<file path="src/rtl/htep_pkg.sv">
// Shared types and constants of the Huffman table encoder and bit packer.
package htep_pkg;

  localparam int BYTE_W      = 8;
  localparam int SYM_W       = 8;
  localparam int CODE_W      = 32;
  localparam int LEN_W       = 6;
  localparam int PEND_W      = 7;
  localparam int CNT_W       = 3;
  localparam int REM_W       = 6;
  localparam int ACC_W       = PEND_W + CODE_W;
  localparam int TOTAL_W     = 40;
  localparam int QUEUE_DEPTH = 4;
  localparam int QPTR_W      = 2;

  localparam logic [1:0] OP_LOAD   = 2'd0;
  localparam logic [1:0] OP_ENCODE = 2'd1;
  localparam logic [1:0] OP_FLUSH  = 2'd2;

  typedef struct packed {
    logic [1:0]        opcode;
    logic [SYM_W-1:0]  symbol;
    logic [CODE_W-1:0] code_value;
    logic [LEN_W-1:0]  code_length;
  } in_item_t;

  typedef struct packed {
    logic [BYTE_W-1:0]  data_byte;
    logic               byte_valid;
    logic               is_last;
    logic [TOTAL_W-1:0] total_bits;
  } out_item_t;

  typedef struct packed {
    logic              is_flush;
    logic [CODE_W-1:0] code;
    logic [LEN_W-1:0]  len;
  } cmd_t;

endpackage

</file>
<file path="src/rtl/htep_queue.sv">
// Command queue between the front end and the bit packer.
module htep_queue import htep_pkg::*; (
  input  logic clk,
  input  logic rst,
  input  logic push_valid,
  input  cmd_t push_cmd,
  output logic push_ready,
  output logic pop_valid,
  output cmd_t pop_cmd,
  input  logic pop
);

  cmd_t              entries [QUEUE_DEPTH];
  logic [QPTR_W-1:0] wr_ptr, rd_ptr;
  logic [QPTR_W:0]   count;
  logic              do_push, do_pop;

  assign push_ready = count != (QPTR_W+1)'(QUEUE_DEPTH);
  assign pop_valid  = count != '0;
  assign pop_cmd    = entries[rd_ptr];
  assign do_push    = push_valid && push_ready;
  assign do_pop     = pop && pop_valid;

  always_ff @(posedge clk) begin
    if (do_push) begin
      entries[wr_ptr] <= push_cmd;
    end
  end

  always_ff @(posedge clk) begin
    if (rst) begin
      wr_ptr <= '0;
      rd_ptr <= '0;
      count  <= '0;
    end else begin
      if (do_push) begin
        wr_ptr <= wr_ptr + 1'b1;
      end
      if (do_pop) begin
        rd_ptr <= rd_ptr + 1'b1;
      end
      case ({do_push, do_pop})
        2'b10:   count <= count + 1'b1;
        2'b01:   count <= count - 1'b1;
        default: count <= count;
      endcase
    end
  end

endmodule

</file>
<file path="config.mk">
export PLATFORM = sky130hd
export DESIGN_NAME = htep_queue
export DESIGN_NICKNAME = d
export VERILOG_FILES = /design/src/rtl/htep_pkg.sv /design/src/rtl/htep_queue.sv
export SDC_FILE = /design/constraint.sdc
export NUM_CORES = 1
export LEC_CHECK = 0
export BUFFER_PORTS_ARGS = -buffer_cell sky130_fd_sc_hd__buf_2
export CORE_ASPECT_RATIO = 1.25
export CORE_UTILIZATION = 56
export DETAILED_ROUTE_END_ITERATION = 10
export PLACE_DENSITY = 0.88
export SLEW_MARGIN = 25
export SYNTH_ARGS = -nofsm -noshare
export SYNTH_HDL_FRONTEND = slang
export SYNTH_SLANG_ARGS = --single-unit
</file>
<file path="constraint.sdc">
create_clock -name clk -period 2.7 [get_ports clk]
set_clock_uncertainty 0.1 [all_clocks]
set_input_delay 0.27 -clock clk [delete_from_list [all_inputs] [get_ports clk]]
set_output_delay 0.27 -clock clk [all_outputs]
set_load 0.02 [all_outputs]
</file>
==> results_dict.tcl <==
set metrics [dict create \
    post-route-drc-count 0 \
    dr.pass1.iters 4 \
    yosysUniqueCellTypes 24 \
    synth-simple-area-share_pct 1.44 \
    synth_compound_area_share_pct 0.719 \
    min_from "rst" \
    crit_path_start_kind "flip-flop" \
    status "completed" \
    hp-class "in -> reg" \
    gp_congestion 0.746 \
    antenna_left 0 \
    final_common_cell "edfxtp_1" \
    rows 42 \
    cp_data_required_time_ns 2.33 \
    p_switching_uw 2060 \
    cp_max_fo 39 \
    fin_nets 444 \
    routed_wl_mm 11.3 \
    synthCells 255 \
    ys_seq_elements 165 \
    period_share_pct 81.6 \
    grt_pass1_vias 3236 \
    cts_root_buf "clkbuf_16" \
    post_cts_buffers 0 \
    slew_viol_final 0 \
    finalHoldViolCount 0 \
    multi_input_comb_area_sq_mm 0.00115 \
    r2r_slack_ns 0.51 \
    crit_slowest_cell "mux4_2" \
    synth_xor_area_share_pct 0.575 \
    power.density_mw_per_mm2 951 \
    p_clk_share_pct 31.2 \
    io_buffer_count 83 \
    fmax_ghz 0.454 \
    die_w_um 95.3 \
    viasPerCell 5.61 \
    cts_buffers 17 \
    relSlewSlack_pct 70.4 \
    utilization_pct 72.4 \
    pwr-share-comb_pct 25.1 \
    yosys_warnings 0 \
    antenna_found_initial 0 \
    path_class "reg -> out" \
    num_antenna_cells 0 \
    seq_area_sq_mm 0.00487 \
    die-area_sq_mm 0.0113 \
    grt_setup_unrepaired "false" \
    grt_start_max_net_pins 40 \
    clkLatencyLatePin_ns 0.42 \
    wl_per_cell_um 21.0 \
    cp_cell_sequence "buf_12 > mux4_2 > buf_2" \
    min_period_ns 2.20 \
    vias 3024 \
    sequentialPowerShare_pct 43.8 \
    intPower_uw 5250 \
    fp.dieH_um 119 \
    gr-total-overflow 0 \
    r2r-start "count[0]$_SDFFE_PP0P_" \
    reg2reg_depth 9 \
    yosysSeqAreaShare_pct 79.8 \
    cpPeakStageDelay_ns 0.57 \
    holdPathStages 2 \
    hpwl_mm 6.52 \
    drt_first_iter_violations 200 \
    area_growth_pct 26.2 \
    finalSetupTns_ns 0 \
    htree_num_levels 4 \
    avgSynthCellArea_sq_um 23.9 \
    synth_top_family_by_area "multiplexers" \
    p_leak_uw 0.00265 \
    grt_pass1_wl_mm 17.2 \
    path_clk_slew_ns 0.06 \
    yosys-mux-area-fraction_pct 14.8 \
    vdd_ir_drop_max_mv 0.695 \
    cp-end-kind "output pin" \
    io_pins 84 \
    grtUsageTotal_pct 22.3 \
    setup_violations 0 \
    final_cell_mix "156 x edfxtp_1, 83 x buf_2, 39 x mux4_2, 39 x dlygate4sd3_1, 17 x clkbuf_16" \
    synthAdderAreaFrac_pct 1.35 \
    core_area_sq_mm 0.0106 \
    cts_max_path_buffers 2 \
    cts.sinks 165 \
    cts_tree "done" \
    rr_endpoint "count[2]$_SDFFE_PP0P_" \
    synth_nets 304 \
    drive_gt1_share_pct 40.5 \
    crit_family "multiplexers" \
    worst_slew_pin_slew_ns 0.439 \
    cap_viol_max_count 0 \
    crit_buf_inv 2 \
    start_util_pct 57.4 \
    whs_endpoint "rd_ptr[0]$_SDFFE_PP0P_" \
    swShare_pct 28.2 \
    fill_cells 638 \
    whs_ns 0.0332 \
    synth_area_sq_mm 0.00609 \
    arrival_ns 1.83 \
]
==> cells by family after synthesis <==
logic type                 after synthesis
and+or+nand+nor                         18
adders and majority gates                6
DFF                                    165
muxes                                   41
buffers and inverters                   15
xor gates and xnor gates                 4
AOI/OAI and AO/OA                        6
==> registers in the layout, indices dropped and copies added, names as in the netlist, named ones only <==
name,flops
entries,156
count,3
wr_ptr,2
rd_ptr,2
==> final cells by class <==
class | count | area share (%)
well taps | 132 | 2.15
multi-input cells | 75 | 15.0
flip-flops and latches | 165 | 63.3
inverters | 6 | 0.293
clock inverters | 14 | 1.81
clock buffers | 17 | 5.53
repair buffers | 130 | 11.9
==> layer usage <==
metal / track usage (%) / wire [um] / share of wire [%] / vias up
li1: - / - / - / 1341
met1: 26.4 / 4370 / 39 / 1555
met2: 37.0 / 6190 / 55 / 102
met3: 5.86 / 484 / 4.3 / 26
met4: 11.6 / 296 / 2.6 / 0
met5: 0 / 0 / 0 / -
==> synth_stat cells <==
master / n / area, sq um
fa_1: 1 / 20.0
o21ai_0: 1 / 5.00
nand2b_1: 2 / 12.5
o31a_1: 1 / 8.76
xor2_1: 3 / 26.3
mux2_2: 1 / 11.3
nand2_1: 1 / 3.75
inv_1: 6 / 22.5
xnor2_1: 1 / 8.76
edfxtp_1: 156 / 4680
nor2_1: 9 / 33.8
a21oi_1: 2 / 10.0
o311ai_0: 1 / 8.76
clkbuf_1: 3 / 11.3
mux4_2: 39 / 878
dfxtp_1: 9 / 180
buf_6: 2 / 22.5
or3_1: 2 / 12.5
buf_2: 2 / 10.0
buf_4: 2 / 15.0
mux2i_1: 1 / 10.0
ha_1: 5 / 62.6
and2_1: 4 / 25.0
a21boi_2: 1 / 11.3
==> power groups by stage <==
stage / registers (uW) / clock network, uW / logic, uW
floorplan: 3210 / 0 / 1300
global placement: 3220 / 0 / 1770
detailed placement: 3250 / 0 / 1810
CTS: 3200 / 2310 / 1860
global route: 3230 / 2390 / 1960
finish: 3200 / 2280 / 1830
==> what timing repair did <==
item | in CTS | in global routing
setup endpoints to repair | 0 | 0
endpoints found under the hold margin | 156 | 0
resized for setup | 0 | 0
hold buffers | 39 | 0
==> per-stage QoR <==
stage          worst slack (ns)  cells  power, uW  cell area, sq um
6_report                  0.496    539       7310              7690
5_1_grt                   0.370    539       7590              7690
4_1_cts                   0.443    539       7370              7690
3_5_place_dp              0.531    469       5050              6730
3_3_place_gp              0.685    469       4990              6730
2_1_floorplan             0.498    255       4510              6090
==> worst max-delay path by stage <==
stage                              end  slack [ns]  cells after the start
2_1_floorplan  entries[0][0]$_DFFE_PP_        0.50                      3
3_3_place_gp     count[2]$_SDFFE_PP0P_        0.69                      9
3_5_place_dp     count[2]$_SDFFE_PP0P_        0.53                      9
4_1_cts                    pop_cmd[10]        0.44                      3
5_1_grt          count[2]$_SDFFE_PP0P_        0.37                      9
6_report                   pop_cmd[32]        0.50                      3
Note: power is estimated with default switching activity, not from simulation.
