===== src/rtl/htep_pkg.sv =====
// Shared types and constants of the Huffman table encoder and bit packer.
package htep_pkg;

  localparam int BYTE_W      = 8;
  localparam int SYM_W       = 8;
  localparam int CODE_W      = 32;
  localparam int LEN_W       = 6;
  localparam int PEND_W      = 7;
  localparam int CNT_W       = 3;
  localparam int REM_W       = 6;
  localparam int ACC_W       = PEND_W + CODE_W;
  localparam int TOTAL_W     = 40;
  localparam int QUEUE_DEPTH = 4;
  localparam int QPTR_W      = 2;

  localparam logic [1:0] OP_LOAD   = 2'd0;
  localparam logic [1:0] OP_ENCODE = 2'd1;
  localparam logic [1:0] OP_FLUSH  = 2'd2;

  typedef struct packed {
    logic [1:0]        opcode;
    logic [SYM_W-1:0]  symbol;
    logic [CODE_W-1:0] code_value;
    logic [LEN_W-1:0]  code_length;
  } in_item_t;

  typedef struct packed {
    logic [BYTE_W-1:0]  data_byte;
    logic               byte_valid;
    logic               is_last;
    logic [TOTAL_W-1:0] total_bits;
  } out_item_t;

  typedef struct packed {
    logic              is_flush;
    logic [CODE_W-1:0] code;
    logic [LEN_W-1:0]  len;
  } cmd_t;

endpackage


===== src/rtl/htep_back.sv =====
// Bit packer: accumulates code bits, emits bytes and flush reports.
module htep_back import htep_pkg::*; (
  input  logic      clk,
  input  logic      rst,
  input  logic      cmd_valid,
  input  cmd_t      cmd,
  output logic      cmd_pop,
  output logic      result_valid,
  input  logic      result_stall,
  output out_item_t result
);

  localparam logic [REM_W-1:0] BYTE_REM = REM_W'(BYTE_W);

  logic [PEND_W-1:0]  pend;
  logic [CNT_W-1:0]   cnt;
  logic [TOTAL_W-1:0] total;
  logic               busy;
  logic [ACC_W-1:0]   acc;
  logic [REM_W-1:0]   rem;

  logic               out_free, go, emit, flush_sel, full_byte;
  logic [ACC_W-1:0]   start_acc, cur_acc;
  logic [REM_W-1:0]   start_rem, cur_rem, rem_after, fin_cnt;
  logic [PEND_W-1:0]  pend_new;
  logic [BYTE_W-1:0]  emit_byte, flush_byte;
  logic [TOTAL_W:0]   total_sum;
  logic [TOTAL_W-1:0] total_next;

  assign out_free  = !result_valid || !result_stall;
  assign cmd_pop   = !busy && cmd_valid && out_free;
  assign go        = busy ? out_free : cmd_pop;
  assign flush_sel = cmd_pop && cmd.is_flush;

  assign start_acc = (ACC_W'(pend) << cmd.len) | ACC_W'(cmd.code);
  assign start_rem = REM_W'(cnt) + cmd.len;
  assign cur_acc   = busy ? acc : start_acc;
  assign cur_rem   = busy ? rem : start_rem;
  assign full_byte = cur_rem >= BYTE_REM;
  assign rem_after = cur_rem - BYTE_REM;
  assign fin_cnt   = full_byte ? rem_after : cur_rem;
  assign emit      = go && !flush_sel && full_byte;

  assign pend_new   = cur_acc[PEND_W-1:0] &
                      PEND_W'((BYTE_W'(1) << fin_cnt[CNT_W-1:0]) - BYTE_W'(1));
  assign emit_byte  = BYTE_W'(cur_acc >> rem_after);
  assign flush_byte = BYTE_W'({1'b0, pend} << (4'(BYTE_W) - {1'b0, cnt}));

  assign total_sum  = {1'b0, total} + (TOTAL_W+1)'(cmd.len);
  assign total_next = total_sum[TOTAL_W] ? '1 : total_sum[TOTAL_W-1:0];

  always_ff @(posedge clk) begin
    if (rst) begin
      busy         <= 1'b0;
      pend         <= '0;
      cnt          <= '0;
      total        <= '0;
      result_valid <= 1'b0;
    end else begin
      if (emit || flush_sel) begin
        result_valid <= 1'b1;
      end else if (!result_stall) begin
        result_valid <= 1'b0;
      end
      if (flush_sel) begin
        pend  <= '0;
        cnt   <= '0;
        total <= '0;
      end else if (go) begin
        if (cmd_pop) begin
          total <= total_next;
        end
        if (full_byte && rem_after >= BYTE_REM) begin
          busy <= 1'b1;
        end else begin
          busy <= 1'b0;
          pend <= pend_new;
          cnt  <= fin_cnt[CNT_W-1:0];
        end
      end
    end
  end

  always_ff @(posedge clk) begin
    if (go) begin
      acc <= cur_acc;
      rem <= rem_after;
    end
    if (flush_sel) begin
      result.data_byte  <= flush_byte;
      result.byte_valid <= cnt != '0;
      result.is_last    <= 1'b1;
      result.total_bits <= total;
    end else if (emit) begin
      result.data_byte  <= emit_byte;
      result.byte_valid <= 1'b1;
      result.is_last    <= rem_after < BYTE_REM;
      result.total_bits <= '0;
    end
  end

endmodule


===== config.mk =====
export PLATFORM = sky130hd
export DESIGN_NAME = htep_back
export DESIGN_NICKNAME = d
export VERILOG_FILES = /design/src/rtl/htep_pkg.sv /design/src/rtl/htep_back.sv
export SDC_FILE = /design/constraint.sdc
export NUM_CORES = 1
export LEC_CHECK = 0
export ABC_AREA = 1
export BUFFER_PORTS_ARGS = -buffer_cell sky130_fd_sc_hd__buf_2
export CAP_MARGIN = 20
export CORE_MARGIN = 1.5
export CORE_UTILIZATION = 55
export DETAILED_ROUTE_END_ITERATION = 12
export PLACE_DENSITY = 0.78
export SLEW_MARGIN = 20
export SYNTH_ARGS = -nofsm -noshare
export SYNTH_HDL_FRONTEND = slang
export SYNTH_SLANG_ARGS = --single-unit

===== constraint.sdc =====
create_clock -name clk -period 5.82 [get_ports clk]
set_clock_uncertainty 0.2 [all_clocks]
set_input_delay 1.164 -clock clk [delete_from_list [all_inputs] [get_ports clk]]
set_output_delay 1.164 -clock clk [all_outputs]
set_load 0.005 [all_outputs]

==> results.json, run 1 <==
{
  "clockRootBuffer": "clkbuf_16",
  "holdCritPathClass": "register to register",
  "io_pins": 95,
  "ys_seq_elements": 147,
  "drt_iter0_markers": 1343,
  "core_area_um2": 17900,
  "die_width_um": 137.9,
  "whs_ns": 0.2839,
  "regArea_um2": 3885,
  "grt_pass1_wl_um": 50940,
  "start_util_pct": 55.94,
  "synth_top_area_share_pct": 28.19,
  "drt_pass1_iterations": 6,
  "final_max_slew_viol_count": 0,
  "reg2reg_depth": 15,
  "async_flop_share_pct": 0,
  "htree_levels": 4,
  "r2r_end": "pend[5]",
  "yosys-top-cells-area": "edfxtp_1 28%, nand3_1 14%, nand2_1 12%",
  "crit_arrival_ns": 4.60,
  "start_kind": "input port",
  "ys_warn_count": 0,
  "stdcell_area_um2": 11190,
  "cts-resized-gates": 0,
  "antenna_found_initial": 0,
  "critPathRequiredTime_ns": 5.98,
  "post_cts.repair.setup_buffers": 0,
  "finalCriticalPeriod_ns": 4.441,
  "drive_above_1_share_pct": 13.71,
  "grtUsageTotal_pct": 35.30,
  "crit_type": "input port to register",
  "gp_congestion": 0.9647,
  "setup_viol": 0,
  "hold_violations": 0,
  "peakVddDrop_v": 0.0002349,
  "fin_cells": 1739,
  "cts.path.max_buffers": 2,
  "synth-edff-count": 94,
  "cts_made_buffers": 17,
  "synthCells": 1437,
  "num_rows": 49,
  "post-route-period-util_pct": 76.31,
  "reg2reg_slack_ns": 2.00,
  "cpPeakStageDelay_ns": 0.55,
  "die_y_um": 137.9,
  "endpoint": "pend[5]",
  "power_density_nw_per_um2": 434.4,
  "postCtsHoldBufs": 0,
  "power_leakage_nw": 4.671,
  "synth_area_per_cell_um2": 6.969,
  "wl_um": 32460,
  "cts_tree": "done",
  "run_status": "finished clean",
  "r2r_start": "cnt[0]",
  "num_vias": 10433,
  "placed_cell_area_um2": 10580,
  "cpMostUsedCell": "nand2_1",
  "rsz0062_at_grt": "false",
  "clkSinkCount": 147,
  "max_slew_margin_pct": 31.49,
  "ant_nets": 0,
  "nFillCells": 1672,
  "grt_max_degree": 52,
  "dominantRegCellSynth": "edfxtp_1",
  "drc_errors": 0,
  "clock_latency_ns": 0.43,
  "via_per_inst": 5.999,
  "cap_violations": 0,
  "fmax_mhz": 225.2,
  "yosysUniqueCellTypes": 54,
  "syn_area_um2": 10010,
  "fin_setup_tns_ns": 0,
  "globalRouteOverflowTotal": 0,
  "post-dp-hpwl_um": 24090,
  "post_drt_wl_per_cell_um": 18.66,
  "multiInputGateArea_um2": 5241,
  "antennaDiodeCount": 0,
  "layout-area-overhead-vs-synth_pct": 11.69,
  "cp_max_fo": 20,
  "cp-end-kind": "register",
  "crit_slowest_cell": "o21ai_2",
  "portBuffers": 94,
  "synth.largest_area_cell": "edfxtp_1",
  "path_clk_slew_ns": 0.06,
  "syn_nets": 1496,
  "grt_pass1_vias": 9396,
  "seq_area_frac_synth_pct": 38.78,
  "startpoint": "cmd[2]",
  "worst_pin_slew_ns": 1.027,
  "cp_cell_sequence": "buf_2 -> ha_1 -> nand3_1 -> nand3_1 -> xor2_1 -> o21ai_2 -> inv_2 -> ha_1 -> xor2_1 -> buf_4 -> nand2_1 -> nand2_1 -> nand2_1 -> inv_2 -> nand4_1 -> a21oi_1",
  "dieArea_um2": 19030,
  "dpl.cell_count": 1707,
  "fin_nets": 1556
}
==> how the worst min path moves through the flow <==
stage / from / endpoint / slack (ns) / cells after the start
after floorplan: total[39] / total[39] / 0.26 / 2
after global placement: result[40] / result[40] / 0.25 / 2
after detailed placement: result[40] / result[40] / 0.28 / 2
after CTS: total[39] / total[39] / 0.29 / 2
after global routing: total[5] / total[5] / 0.32 / 2
final: result[40] / result[40] / 0.28 / 2
==> cells by family (layout without fill, tap and decap cells) <==
family | Yosys count | after routing | synth area share [%]
and+or+nand+nor | 866 | 866 | 39.02
buffers and inverters | 226 | 299 | 9.058
AOI/OAI and AO/OA | 168 | 168 | 9.758
DFF | 147 | 147 | 38.78
adders and majority gates | 16 | 16 | 2.149
xor gates and xnor gates | 13 | 13 | 1.137
muxes | 1 | 1 | 0.09995
==> stage by stage <==
stage	setup WS (ns)	utilization, %	total power [W]
after floorplan	1.109	-	0.003031
after global placement	1.053	59.11	0.003672
after detailed placement	1.043	59.11	0.003679
after CTS	1.488	62.48	0.004820
after global routing	1.031	62.48	0.005174
final	1.379	62.48	0.004859
==> metal layers <==
layer	GRT usage (%)	share of wire, %	vias up	routed length (um)
met2	52.79	43	572	14070
met3	8.297	11	77	3442
met1	50.57	43	4803	14080
met5	0	0	-	0
li1	-	-	4981	-
met4	10.65	2.7	0	861
==> worst max-delay path: cells and delay by family <==
family / cells / cell delay (ns)
adder cells (fa/ha/maj): 2 / 0.63
AO/OA/AOI/OAI: 2 / 0.70
AND/OR/NAND/NOR: 6 / 0.68
XOR/XNOR: 2 / 0.33
buffers and inverters: 4 / 1.10
==> synthesized netlist by cell type, types with 18 or more instances <==
library cell and n:
a21oi_1 73, buf_2 22, clkbuf_1 29, dfxtp_1 53, edfxtp_1 94, inv_1 129, inv_2 28, nand2_1 324
nand3_1 288, nand4_1 31, nor2_1 158, nor3_1 22, o21ai_0 31, o21ai_1 18
==> layout make-up <==
cell class              count  share of cell area (%)
clock inverters            12                   1.298
flip-flops and latches    147                   34.73
inverters                 161                   5.447
multi-input cells        1064                   46.86
well taps                 229                   2.562
clock buffers              20                   4.094
repair buffers            106                   5.011
==> registers in the layout (all words and copies together), names as in the netlist <==
register and flops:
busy 1, total 40, acc 39, rem 6, result 50, pend 7
result_valid 1, cnt 3
==> cells in the final DEF, fill, tap and decap left out, types with 22 or more instances in the layout <==
master and instances:
a21oi_1 72, buf_2 94, dfxtp_1 52, edfxtp_1 94, inv_1 129, inv_2 28, nand2_1 323, nand3_1 288
nand4_1 31, nor2_1 158, nor3_1 22, o21ai_0 31
==> power by group <==
| part | leakage (nW) | total [W] | switching [W] | internal [W] |
|---|---|---|---|---|
| logic | 3.01 | 0.00223 | 0.00157 | 0.000667 |
| registers | 1.37 | 0.00148 | 0.000106 | 0.00137 |
| clock network | 0.294 | 0.00115 | 0.000480 | 0.000666 |
| total | 4.67 | 0.00486 | 0.00215 | 0.00271 |
(Power assumes the default switching activity.)
==> inputs of run 2 (changes only) <==
==> constraint.sdc (replaced) <==
create_clock -name clk -period 3.9 [get_ports clk]
set_clock_uncertainty 0.2 [all_clocks]
set_input_delay 0.78 -clock clk [delete_from_list [all_inputs] [get_ports clk]]
set_output_delay 0.78 -clock clk [all_outputs]
set_load 0.005 [all_outputs]
==> results.json, run 2 (synthesis gave the netlist of run 1 again) <==
{
  "run_status": "finished clean",
  "core_area_um2": 17900,
  "globalRouteOverflowTotal": 0,
  "grt_pass1_wl_um": 50100,
  "drive_above_1_share_pct": 14.85,
  "post_cts.repair.setup_buffers": 0,
  "post_drt_wl_per_cell_um": 18.17,
  "p_sw_share_pct": 43.60,
  "path_clk_slew_ns": 0.07,
  "layout_commonest_cell": "nand2_1",
  "post-dp-hpwl_um": 23760,
  "grt_max_degree": 52,
  "crit_slowest_cell": "dfxtp_1",
  "rsz0062_at_grt": "false",
  "crit_type": "register to register",
  "setup_viol": 0,
  "clockRootBuffer": "clkbuf_16",
  "antennaDiodeCount": 0,
  "num_rows": 49,
  "cts.path.max_buffers": 2,
  "grt_pass1_vias": 9328,
  "grtUsageTotal_pct": 34.68,
  "cts_made_buffers": 17,
  "crit_family": "adder cells",
  "io_pins": 95,
  "seqPwrFrac_pct": 30.0,
  "fin_setup_tns_ns": 0,
  "largest_reg_flops": 50,
  "wl_um": 31940,
  "r2r_end": "result[48]",
  "endpoint": "result[48]",
  "final_core_util_pct": 63.42,
  "drc_errors": 0,
  "r2r_start": "cnt[0]",
  "fin_ws_ns": 0.5196,
  "via_per_inst": 5.910,
  "final_cell_mix": "323 x nand2_1, 288 x nand3_1, 158 x nor2_1",
  "fin_nets": 1575,
  "hold_violations": 0,
  "cpMostUsedCell": "nand2_1",
  "start_kind": "register",
  "p_clk_share_pct": 23.4,
  "dieArea_um2": 19030,
  "drt_pass1_iterations": 7,
  "worst_pin_slew_ns": 0.6471,
  "cts-resized-gates": 0,
  "power_switching_w": 0.003183,
  "cts_tree": "done",
  "dp_slack_ns": 0.2224,
  "drt_iter0_markers": 1320,
  "die_y_um": 137.9,
  "cp-end-kind": "register",
  "cpPeakStageDelay_ns": 0.44,
  "htree_levels": 4,
  "layout-area-overhead-vs-synth_pct": 13.37,
  "cp_cell_sequence": "ha_1 -> fa_1 -> nand2_1 -> nand2_1 -> nand3_1 -> mux2i_1 -> inv_1 -> ha_1 -> nor2_4 -> inv_2 -> nor2_1 -> nand2_2 -> o31ai_1 -> nand2_1 -> nand2_1",
  "crit_arrival_ns": 3.48,
  "finalCriticalPeriod_ns": 3.380,
  "worst-path-buf-inv": 2,
  "max_slew_margin_pct": 56.47,
  "start_util_pct": 55.94,
  "cp_max_fo": 14,
  "final_max_slew_viol_count": 0,
  "num_vias": 10389,
  "clkSinkCount": 147,
  "cap_violations": 0,
  "holdCritPathClass": "register to register",
  "antenna_found_initial": 0,
  "die_width_um": 137.9,
  "reg2reg_depth": 15,
  "gp_congestion": 0.9773,
  "post-route-period-util_pct": 86.68,
  "design_power_total_w": 0.007301,
  "dpl.cell_count": 1726,
  "internal_power_w": 0.004118,
  "top_register": "result",
  "power_leakage_nw": 4.777,
  "startpoint": "cnt[0]",
  "cp.depth": 15,
  "clock_latency_ns": 0.43,
  "ant_nets": 0,
  "reg.largest.list": "result (50), total (40), acc (39)",
  "reg2reg_slack_ns": 0.52,
  "pwr-share-comb_pct": 46.6,
  "peakVddDrop_v": 0.0004845,
  "postCtsHoldBufs": 0,
  "critPathRequiredTime_ns": 4.00,
  "fin_cells": 1758,
  "fmax_mhz": 295.8,
  "portBuffers": 94,
  "power_density_nw_per_um2": 643.0
}
run 2: worst min path at each step:
stage / start / end / slack [ns] / cells past startpoint
after global routing: result[40] / result[40] / 0.32 / 2
final: result[40] / result[40] / 0.28 / 2
after CTS: result[40] / result[40] / 0.28 / 2
after floorplan: total[39] / total[39] / 0.26 / 2
after detailed placement: result[40] / result[40] / 0.26 / 2
after global placement: result[40] / result[40] / 0.25 / 2
run 2: final cells by class:
type                            count  area, um^2
Clock buffer                       22       496.7
Clock inverter                     10       106.4
Fill cell                        1606        6549
Inverter                          161       609.3
Multi-Input combinational cell   1064        5241
Sequential cell                   147        3885
Tap cell                          229       286.5
Timing Repair Buffer              125       728.2
run 2: layer usage:
layer  up-vias  global-route usage (%)  part of all wire [%]
li1       5020                       -                     -
met1      4727                   49.70                    44
met2       567                   51.52                    44
met3        75                   6.908                   9.7
met4         0                   13.08                   3.0
met5         -                       0                     0
run 2: power by group through the flow:
| stage | combinational [W] | clock (W) | sequential, W |
|---|---|---|---|
| after floorplan | 0.00234 | 0 | 0.00218 |
| after global placement | 0.00330 | 0 | 0.00222 |
| after detailed placement | 0.00331 | 0 | 0.00222 |
| after CTS | 0.00333 | 0.00172 | 0.00219 |
| after global routing | 0.00377 | 0.00178 | 0.00223 |
| final | 0.00340 | 0.00171 | 0.00219 |
run 2: tightest hold or removal path, cell delays in order, from the launching register on:
cell	delay, ns
dfxtp_1	0.33
nor2_1	0.05
nor2_1	0.07
run 2: per-stage QoR:
| stage | hold WS (ns) | instance area, um^2 |
|---|---|---|
| after global placement | 0.2499 | 10750 |
| after global routing | 0.3167 | 11350 |
| final | 0.2762 | 11350 |
| after detailed placement | 0.2649 | 10750 |
| after floorplan | 0.2588 | 10030 |
| after CTS | 0.2842 | 11350 |
==> inputs of run 3 (changes only) <==
--- a/config.mk
+++ b/config.mk
@@ -9,9 +9,10 @@
 export BUFFER_PORTS_ARGS = -buffer_cell sky130_fd_sc_hd__buf_2
 export CAP_MARGIN = 20
 export CORE_MARGIN = 1.5
-export CORE_UTILIZATION = 55
+export CORE_UTILIZATION = 60
+export CTS_CLUSTER_DIAMETER = 150
 export DETAILED_ROUTE_END_ITERATION = 12
-export PLACE_DENSITY = 0.78
+export PLACE_DENSITY = 0.81
 export SLEW_MARGIN = 20
 export SYNTH_ARGS = -nofsm -noshare
 export SYNTH_HDL_FRONTEND = slang
==> constraint.sdc (replaced) <==
create_clock -name clk -period 4 [get_ports clk]
set_clock_uncertainty 0.2 [all_clocks]
set_input_delay 0.8 -clock clk [delete_from_list [all_inputs] [get_ports clk]]
set_output_delay 0.8 -clock clk [all_outputs]
set_load 0.005 [all_outputs]
==> results.json, run 3 (synthesis gave the netlist of run 1 again) <==
{
  "run_status": "finished clean",
  "fin_nets": 1574,
  "worst_pin_slew_ns": 0.6607,
  "fmax_mhz": 292.5,
  "post-route-period-util_pct": 85.48,
  "power_density_nw_per_um2": 626.3,
  "reg2reg_slack_ns": 0.78,
  "top_register": "result",
  "path_clk_slew_ns": 0.07,
  "ant_nets": 0,
  "cp-end-kind": "register",
  "largest_reg_flops": 50,
  "gp_congestion": 0.9508,
  "core_area_um2": 16470,
  "clock_latency_ns": 0.43,
  "setup_viol": 0,
  "startpoint": "cmd[0]",
  "start_kind": "input port",
  "nFillCells": 1484,
  "layout_commonest_cell": "nand2_1",
  "antenna_found_initial": 0,
  "globalRouteOverflowTotal": 0,
  "reg.largest.list": "result (50), total (40), acc (39)",
  "cts_made_buffers": 17,
  "layout-area-overhead-vs-synth_pct": 13.07,
  "endpoint": "total[28]",
  "io_pins": 95,
  "htree_levels": 4,
  "worst-path-buf-inv": 4,
  "cp_max_fo": 11,
  "drive_above_1_share_pct": 14.86,
  "cp_cell_sequence": "buf_2 -> buf_4 -> ha_1 -> inv_1 -> fa_1 -> o21ai_1 -> nand2_1 -> nand2_1 -> a21oi_1 -> nor2_1 -> nand4_1 -> nor2_1 -> nand4_1 -> nand2_1 -> o21ai_0 -> inv_1",
  "fin_cells": 1748,
  "cpPeakStageDelay_ns": 0.41,
  "critPathRequiredTime_ns": 4.18,
  "start_util_pct": 60.82,
  "holdCritPathClass": "register to register",
  "fin_setup_tns_ns": 0,
  "drt_iter0_markers": 1339,
  "clkSinkCount": 147,
  "die_y_um": 132.2,
  "max_slew_margin_pct": 55.55,
  "r2r_start": "cnt[0]",
  "rsz0062_at_grt": "false",
  "antennaDiodeCount": 0,
  "portBuffers": 94,
  "cap_violations": 0,
  "post_cts.repair.setup_buffers": 0,
  "crit_slowest_cell": "fa_1",
  "grtUsageTotal_pct": 38.14,
  "hold_violations": 0,
  "crit_arrival_ns": 3.60,
  "grt_pass1_vias": 9576,
  "peakVddDrop_v": 0.0004019,
  "finalCriticalPeriod_ns": 3.419,
  "dieArea_um2": 17480,
  "wl_um": 32820,
  "final_max_slew_viol_count": 0,
  "cts_tree": "done",
  "via_per_inst": 6.076,
  "postCtsHoldBufs": 0,
  "cts.path.max_buffers": 2,
  "crit_type": "input port to register",
  "num_vias": 10621,
  "cpMostUsedCell": "nand2_1",
  "num_rows": 47,
  "crit_family": "simple AND/OR/NAND/NOR gates",
  "dpl.cell_count": 1716,
  "power_leakage_nw": 4.758,
  "die_width_um": 132.2,
  "drc_errors": 0,
  "final_core_util_pct": 68.77,
  "stdcell_area_um2": 11320,
  "cts-resized-gates": 0,
  "r2r_end": "result[48]",
  "final_cell_mix": "323 x nand2_1, 288 x nand3_1, 158 x nor2_1",
  "reg2reg_depth": 15,
  "post-dp-hpwl_um": 24580,
  "placed_cell_area_um2": 10730,
  "grt_max_degree": 41,
  "drt_pass1_iterations": 5,
  "post_drt_wl_per_cell_um": 18.77,
  "cp.depth": 16,
  "grt_pass1_wl_um": 51940,
  "clockRootBuffer": "clkbuf_16"
}
## run 3: worst min-delay path by stage
stage,slack (ns),end,from,cells past startpoint
after global routing,0.32,total[39],total[39],2
after global placement,0.27,total[39],total[39],2
after floorplan,0.26,total[39],total[39],2
after CTS,0.29,total[39],total[39],2
after detailed placement,0.28,total[39],total[39],2
final,0.29,total[39],total[39],2
## run 3: routing by layer
layer	routed length [um]	vias to the layer above	share of wire (%)	GRT usage (%)
met3	3747	72	11	8.074
met2	13910	635	42	54.33
met1	14360	4899	44	57.90
met5	0	-	0	0
li1	-	5015	-	-
met4	800	0	2.4	11.78
## run 3: where the power goes
part / total (W) / internal, W / switching (W)
combinational: 0.00334 / 0.00106 / 0.00228
clock: 0.00161 / 0.000886 / 0.000728
sequential: 0.00214 / 0.00200 / 0.000146
total: 0.00709 / 0.00394 / 0.00315
## run 3: area by class of cell
cell class / count / area, um^2 / area share (%)
well taps: 220 / 275.3 / 2.431
inverters: 161 / 609.3 / 5.381
repair buffers: 124 / 720.7 / 6.365
clock inverters: 14 / 162.7 / 1.436
flip-flops and latches: 147 / 3885 / 34.31
clock buffers: 18 / 429.2 / 3.790
multi-input cells: 1064 / 5241 / 46.29
## run 3: stage by stage
step           worst slack (ns)  hold slack (ns)  total power, W
2_1_floorplan            0.2391           0.2588        0.004408
3_3_place_gp             0.3011           0.2691        0.005410
3_5_place_dp             0.2840           0.2755        0.005423
4_1_cts                  0.6957           0.2928        0.007030
5_1_grt                  0.4201           0.3235        0.007537
6_report                 0.5810           0.2947        0.007091
## run 3: tightest hold or removal path, delay by kind of cell (launching register included)
| family | cells | cell delay, ns |
|---|---|---|
| flops | 1 | 0.32 |
| simple gates | 1 | 0.06 |
| compound gates | 1 | 0.06 |
